==> src/rtl/todq_cmd_fifo.sv <==
// Two-entry request queue between the stream input and the engine.
// No package dependencies.
module todq_cmd_fifo #(
  parameter int unsigned WIDTH = 8
) (
  input  logic             clk_i,
  input  logic             rst_ni,
  input  logic             in_valid_i,
  output logic             in_ready_o,
  input  logic [WIDTH-1:0] in_data_i,
  output logic             out_valid_o,
  input  logic             out_ready_i,
  output logic [WIDTH-1:0] out_data_o
);

  logic [WIDTH-1:0] mem_q [2];
  logic             wptr_q, rptr_q;
  logic [1:0]       fill_q;
  logic             push, pop;

  assign in_ready_o  = (fill_q != 2'd2);
  assign out_valid_o = (fill_q != 2'd0);
  assign out_data_o  = mem_q[rptr_q];
  assign push = in_valid_i && in_ready_o;
  assign pop  = out_valid_o && out_ready_i;

  always_ff @(posedge clk_i) begin
    if (push) begin
      mem_q[wptr_q] <= in_data_i;
    end
  end

  always_ff @(posedge clk_i or negedge rst_ni) begin
    if (!rst_ni) begin
      wptr_q <= 1'b0;
      rptr_q <= 1'b0;
      fill_q <= 2'd0;
    end else begin
      if (push) wptr_q <= ~wptr_q;
      if (pop)  rptr_q <= ~rptr_q;
      fill_q <= fill_q + {1'b0, push} - {1'b0, pop};
    end
  end

endmodule

==> config.mk <==
export PLATFORM = sky130hd
export DESIGN_NAME = todq_cmd_fifo
export DESIGN_NICKNAME = d
export VERILOG_FILES = /design/src/rtl/todq_cmd_fifo.sv
export SDC_FILE = /design/constraint.sdc
export NUM_CORES = 1
export LEC_CHECK = 0
export BUFFER_PORTS_ARGS = -buffer_cell sky130_fd_sc_hd__buf_2
export CAP_MARGIN = 10
export CORE_ASPECT_RATIO = 1.1
export CORE_MARGIN = 2
export CORE_UTILIZATION = 44
export DETAILED_ROUTE_END_ITERATION = 16
export PLACE_DENSITY = 0.72
export SYNTH_ARGS = -nofsm -noshare
export SYNTH_HDL_FRONTEND = slang
export SYNTH_SLANG_ARGS = --single-unit
export TNS_END_PERCENT = 1
==> constraint.sdc <==
create_clock -name clk_i -period 1.51 [get_ports clk_i]
set_input_delay 0.151 -clock clk_i [delete_from_list [all_inputs] [get_ports clk_i]]
set_output_delay 0.151 -clock clk_i [all_outputs]
set_load 0.05 [all_outputs]
==> results.json, run 1 <==
{
  "outcome": "finished with violations",
  "violations": "negative setup slack",
  "finalWorstSetupSlack_ns": -0.0820,
  "viasPerCell": 4.87,
  "die_x_um": 44,
  "cts.sinks": 20,
  "path_class": "reg -> reg",
  "yosysSeqAreaShare_pct": 75.0,
  "routed_wl_um": 1130,
  "slowest_delay_ns": 0.39,
  "avgSynthCellArea_um2": 18.4,
  "hp-class": "in -> reg",
  "power.density_mw_per_mm2": 2230,
  "post-route-util_pct": 66.2,
  "path_cells": "or2_4 > and2_4 > ha_4 > inv_2 > ha_4 > xnor2_2 > xnor2_1",
  "drc": 0,
  "syn_area_um2": 774,
  "dpl_cell_area_um2": 948,
  "fmax_mhz": 628,
  "maxSlewViolCount": 0,
  "max-slew-margin-rel_pct": 75.0,
  "leakagePower_nw": 0.430,
  "drt_iter0_markers": 2,
  "drtAntennaViolNets": 0,
  "setup_violations": 1,
  "cts_buffers": 3,
  "start_kind": "flip-flop",
  "rsz0062_at_grt": "true",
  "worstPathArrival_ns": 1.77,
  "finalPower_mw": 2.38,
  "place_ws_ns": -0.138,
  "grt_pass1_wl_um": 1730,
  "hpwlAfterDp_um": 829,
  "cts.htree.levels": 1,
  "routedWlPerCell_um": 12.5,
  "clock_latency_ns": 0.29,
  "cts_root_buf": "clkbuf_4",
  "crit_path_end_kind": "flip-flop",
  "rows": 15,
  "grt_pass1_vias": 442,
  "period_share_pct": 105,
  "hold_violations": 0,
  "final_area_mm2": 0.00107,
  "worstMarginPinSlew_ns": 0.374,
  "synth_warnings": 0,
  "synth_cell_types": 14,
  "ir_drop_mv": 1.28,
  "grt_use_total_pct": 11.5,
  "skew_ns": 0.00243,
  "synthesis.nets": 56,
  "dieHeight_um": 48,
  "n_antenna_cell": 0,
  "worstPathMaxFanout": 2,
  "dr.pass1.iters": 3,
  "areaGrowthSynthToFinish_pct": 38.0,
  "crit_top_cell": "ha_4",
  "syn-instance-count": 42,
  "maxCapViolations": 0,
  "period_minus_slack_ns": 1.59,
  "grt_max_degree": 12,
  "antenna_found_initial": 0,
  "cp_slowest_cell": "dfrtp_1",
  "grt_overflow": 0,
  "gp_congestion": 0.615,
  "io_pins": 22,
  "nNetsFinal": 88,
  "start_util_pct": 48.0,
  "ys_ff_latch": 20,
  "final.setup.tns_ns": -0.0820,
  "drive_gt1_share_pct": 53.4,
  "clk_pin_slew_ns": 0.10,
  "vias": 438,
  "cp.required_ns": 1.69,
  "tritoncts": "yes",
  "cts.path.max_buffers": 2,
  "port_buffers": 21,
  "core-area_mm2": 0.00161,
  "die-area_mm2": 0.00211
}
flip-flops by register name, indices dropped and copies added (netlist names):
register  flops
fill_q        2
mem_q        16
rptr_q        1
wptr_q        1
routing by layer:
metal,routed length [um],up-vias,global-route usage [%]
met5,0,-,0
met4,0,0,3.64
met3,43,0,3.40
met2,617,13,21.2
met1,463,213,12.9
li1,-,212,-
placed cells by master, fill, tap and decap left out, drive strengths merged:
master	netlist	routed
buf	1	27
edfxtp	16	16
mux2	8	8
clkbuf	0	4
dfrtp	4	4
xnor2	3	3
ha	2	2
or2	1	1
and2	1	1
inv	1	1
nand2b	1	1
nand2	1	1
and3	1	1
nor2	1	1
xor2	1	1
dlygate4sd3	0	1
worst paths after layout:
check                             start           to  slack [ns]  cells past startpoint
min reg2reg                      wptr_q       wptr_q        0.50                      1
min in group asynchronous        rst_ni       wptr_q        0.19                      2
max                           fill_q[0]    fill_q[1]       -0.08                      7
max reg2reg                   fill_q[0]    fill_q[1]       -0.08                      7
min                        in_data_i[0]  mem_q[0][0]        0.04                      1
max in group asynchronous        rst_ni       rptr_q        1.19                      2
repair_timing:
| action | 4_1_cts | 5_1_grt |
|---|---|---|
| setup buffers | 0 | 0 |
| setup endpoints to repair | 9 | 14 |
| resized for setup | 14 | 8 |
| hold buffers | 1 | 0 |
| hold endpoints to repair | 4 | 0 |
| pin swaps | 5 | 1 |
final cells by class:
cell class / instances / area (um^2)
flip-flops and latches: 20 / 582
clock buffers: 4 / 26.3
multi-input cells: 20 / 225
inverters: 1 / 3.75
well taps: 17 / 21.3
repair buffers: 28 / 210
fillers: 114 / 546
Yosys cell counts:
| library cell | number | area (um^2) |
|---|---|---|
| inv_1 | 1 | 3.75 |
| or2_1 | 1 | 6.26 |
| xnor2_1 | 3 | 26.3 |
| edfxtp_1 | 16 | 480 |
| and3_1 | 1 | 6.26 |
| xor2_1 | 1 | 8.76 |
| dfrtp_1 | 4 | 100 |
| mux2_1 | 8 | 90.1 |
| nand2b_1 | 1 | 6.26 |
| ha_1 | 2 | 25.0 |
| nor2_1 | 1 | 3.75 |
| and2_4 | 1 | 8.76 |
| buf_2 | 1 | 5.00 |
| nand2_1 | 1 | 3.75 |
through the flow:
stage / hold WS [ns] / cells
floorplan: -0.145 / 42
global placement: -0.0352 / 85
detailed placement: -0.0361 / 85
CTS: 0.0278 / 90
global route: 0.0180 / 90
finish: 0.0434 / 90
cells by family after synthesis:
family / Yosys count / synth area share, %
XOR/XNOR: 4 / 4.52
adder cells (fa/ha/maj): 2 / 3.23
buffers and inverters: 2 / 1.13
flip-flops: 20 / 75.0
multiplexers: 8 / 11.6
AND/OR/NAND/NOR: 6 / 4.52
where the power goes:
group	switching [mW]	internal (mW)
registers	0.0887	0.774
clock network	0.146	0.103
logic	0.735	0.534
critical path, delay by kind of cell, from the launching register on:
kind	cells	cell delay, ns
flip-flops	1	0.39
XOR/XNOR	2	0.24
buffers and inverters	1	0.04
AND/OR/NAND/NOR	2	0.40
adder cells (fa/ha/maj)	2	0.41
Note: power is estimated with default switching activity, not from simulation.
==> run 2: changes to the inputs <==
Settings changed: SKIP_CTS_REPAIR_TIMING from default to 1.
==> results.json, run 2 (same netlist as run 1, synthesis figures left out) <==
{
  "hp-class": "in -> reg",
  "finalPower_mw": 2.24,
  "maxSlewViolCount": 0,
  "dp.cells": 85,
  "drt_iter0_markers": 4,
  "start_kind": "flip-flop",
  "leakagePower_nw": 0.413,
  "cts.sinks": 20,
  "drc": 0,
  "finalWorstSetupSlack_ns": -0.0895,
  "final_area_mm2": 0.00102,
  "hpwlAfterDp_um": 829,
  "cts.htree.levels": 1,
  "grt_pass1_wl_um": 1680,
  "vias": 433,
  "grt_use_total_pct": 11.2,
  "timing.hold.ws_ns": 0.0441,
  "crit_path_end_kind": "flip-flop",
  "drtAntennaViolNets": 0,
  "areaGrowthSynthToFinish_pct": 31.5,
  "tritoncts": "yes",
  "period_share_pct": 106,
  "die-area_mm2": 0.00211,
  "top_register": "mem_q",
  "core-area_mm2": 0.00161,
  "io_pins": 22,
  "port_buffers": 21,
  "skew_ns": 0.00378,
  "clock_latency_ns": 0.29,
  "reg2reg_to": "fill_q[1]",
  "violations": "negative setup slack",
  "cp_slowest_cell": "dfrtp_1",
  "path_cells": "or2_4 > and2_4 > ha_4 > inv_2 > ha_4 > xnor2_2 > xnor2_1",
  "outcome": "finished with violations",
  "viasPerCell": 4.81,
  "antenna_found_initial": 0,
  "grt_max_degree": 12,
  "die_x_um": 44,
  "gp_congestion": 0.615,
  "fillers": 123,
  "final_common_cell": "buf_2",
  "period_minus_slack_ns": 1.60,
  "n_antenna_cell": 0,
  "rows": 15,
  "worstPathMaxFanout": 2,
  "dpl_cell_area_um2": 948,
  "largest_reg_flops": 16,
  "final.setup.tns_ns": -0.0895,
  "r2r_cells": 7,
  "cp.required_ns": 1.69,
  "slowest_delay_ns": 0.40,
  "nNetsFinal": 88,
  "start_util_pct": 48.0,
  "r2r_slack_ns": -0.09,
  "path_class": "reg -> reg",
  "final_cells": 90,
  "hold_violations": 0,
  "worstMarginPinSlew_ns": 0.379,
  "dieHeight_um": 48,
  "grt_pass1_vias": 416,
  "crit_top_cell": "ha_4",
  "cts_buffers": 3,
  "worstPathArrival_ns": 1.78,
  "final_cell_mix": "buf_2, edfxtp_1, mux2_1, buf_4",
  "drive_gt1_share_pct": 53.4,
  "critPathLaunch": "fill_q[1]",
  "fmax_mhz": 625,
  "top_regs": "mem_q x16, fill_q x2",
  "dr.pass1.iters": 2,
  "max-slew-margin-rel_pct": 74.7,
  "cts_root_buf": "clkbuf_4",
  "clk_pin_slew_ns": 0.10,
  "cts.path.max_buffers": 2,
  "r2r-start": "fill_q[1]",
  "critPathCapture": "fill_q[1]",
  "power.density_mw_per_mm2": 2200,
  "ir_drop_mv": 1.30,
  "routed_wl_um": 1110,
  "routedWlPerCell_um": 12.4,
  "grt_overflow": 0,
  "rsz0062_at_grt": "true",
  "maxCapViolations": 0,
  "setup_violations": 1
}
run 2: cell count changes in the layout (fill, tap and decap cells not counted):
cell,before,now
buf_6,8,0
buf_2,13,21
run 2: metrics by stage:
| step | worst slack (ns) | utilization, % |
|---|---|---|
| 6_report | -0.0895 | 63.1 |
| 5_1_grt | -0.141 | 63.1 |
| 3_5_place_dp | -0.138 | 58.8 |
| 3_3_place_gp | -0.0625 | 58.8 |
| 2_1_floorplan | -0.185 | - |
| 4_1_cts | -0.173 | 60.4 |
run 2: cell type report:
cell class                 instances  area (um^2)  area share [%]
tap                               17         21.3            2.09
inverter                           1         3.75           0.369
multi-input combinational         20          225            22.1
sequential                        20          582            57.1
timing repair buffer              28          160            15.7
clock buffer                       4         26.3            2.58
run 2: metal layers:
layer	track usage [%]	wire (um)	up-vias
li1	-	-	214
met2	19.7	596	13
met5	0	0	-
met3	3.40	48	0
met1	13.3	468	206
met4	3.64	0	0
run 2: worst min-delay path by stage:
stage | cells past startpoint | startpoint | slack, ns | to
2_1_floorplan | 0 | rst_ni | -0.14 | fill_q[0]
3_3_place_gp | 1 | rst_ni | -0.04 | wptr_q
3_5_place_dp | 1 | rst_ni | -0.04 | wptr_q
4_1_cts | 1 | rst_ni | -0.37 | wptr_q
5_1_grt | 1 | in_data_i[1] | 0.02 | mem_q[1][1]
6_report | 1 | in_data_i[0] | 0.04 | mem_q[0][0]
run 2: where the power goes:
| group | switching [mW] | leakage, nW | internal (mW) |
|---|---|---|---|
| Combinational | 0.714 | 0.204 | 0.418 |
| Sequential | 0.0898 | 0.194 | 0.774 |
| Clock | 0.143 | 0.0150 | 0.103 |
run 2: critical path: cells and delay by family, from the launching register on:
kind / cells / cell delay (ns)
AND/OR/NAND/NOR: 2 / 0.41
adder cells (fa/ha/maj): 2 / 0.41
flip-flops: 1 / 0.40
XOR/XNOR: 2 / 0.24
buffers and inverters: 1 / 0.04
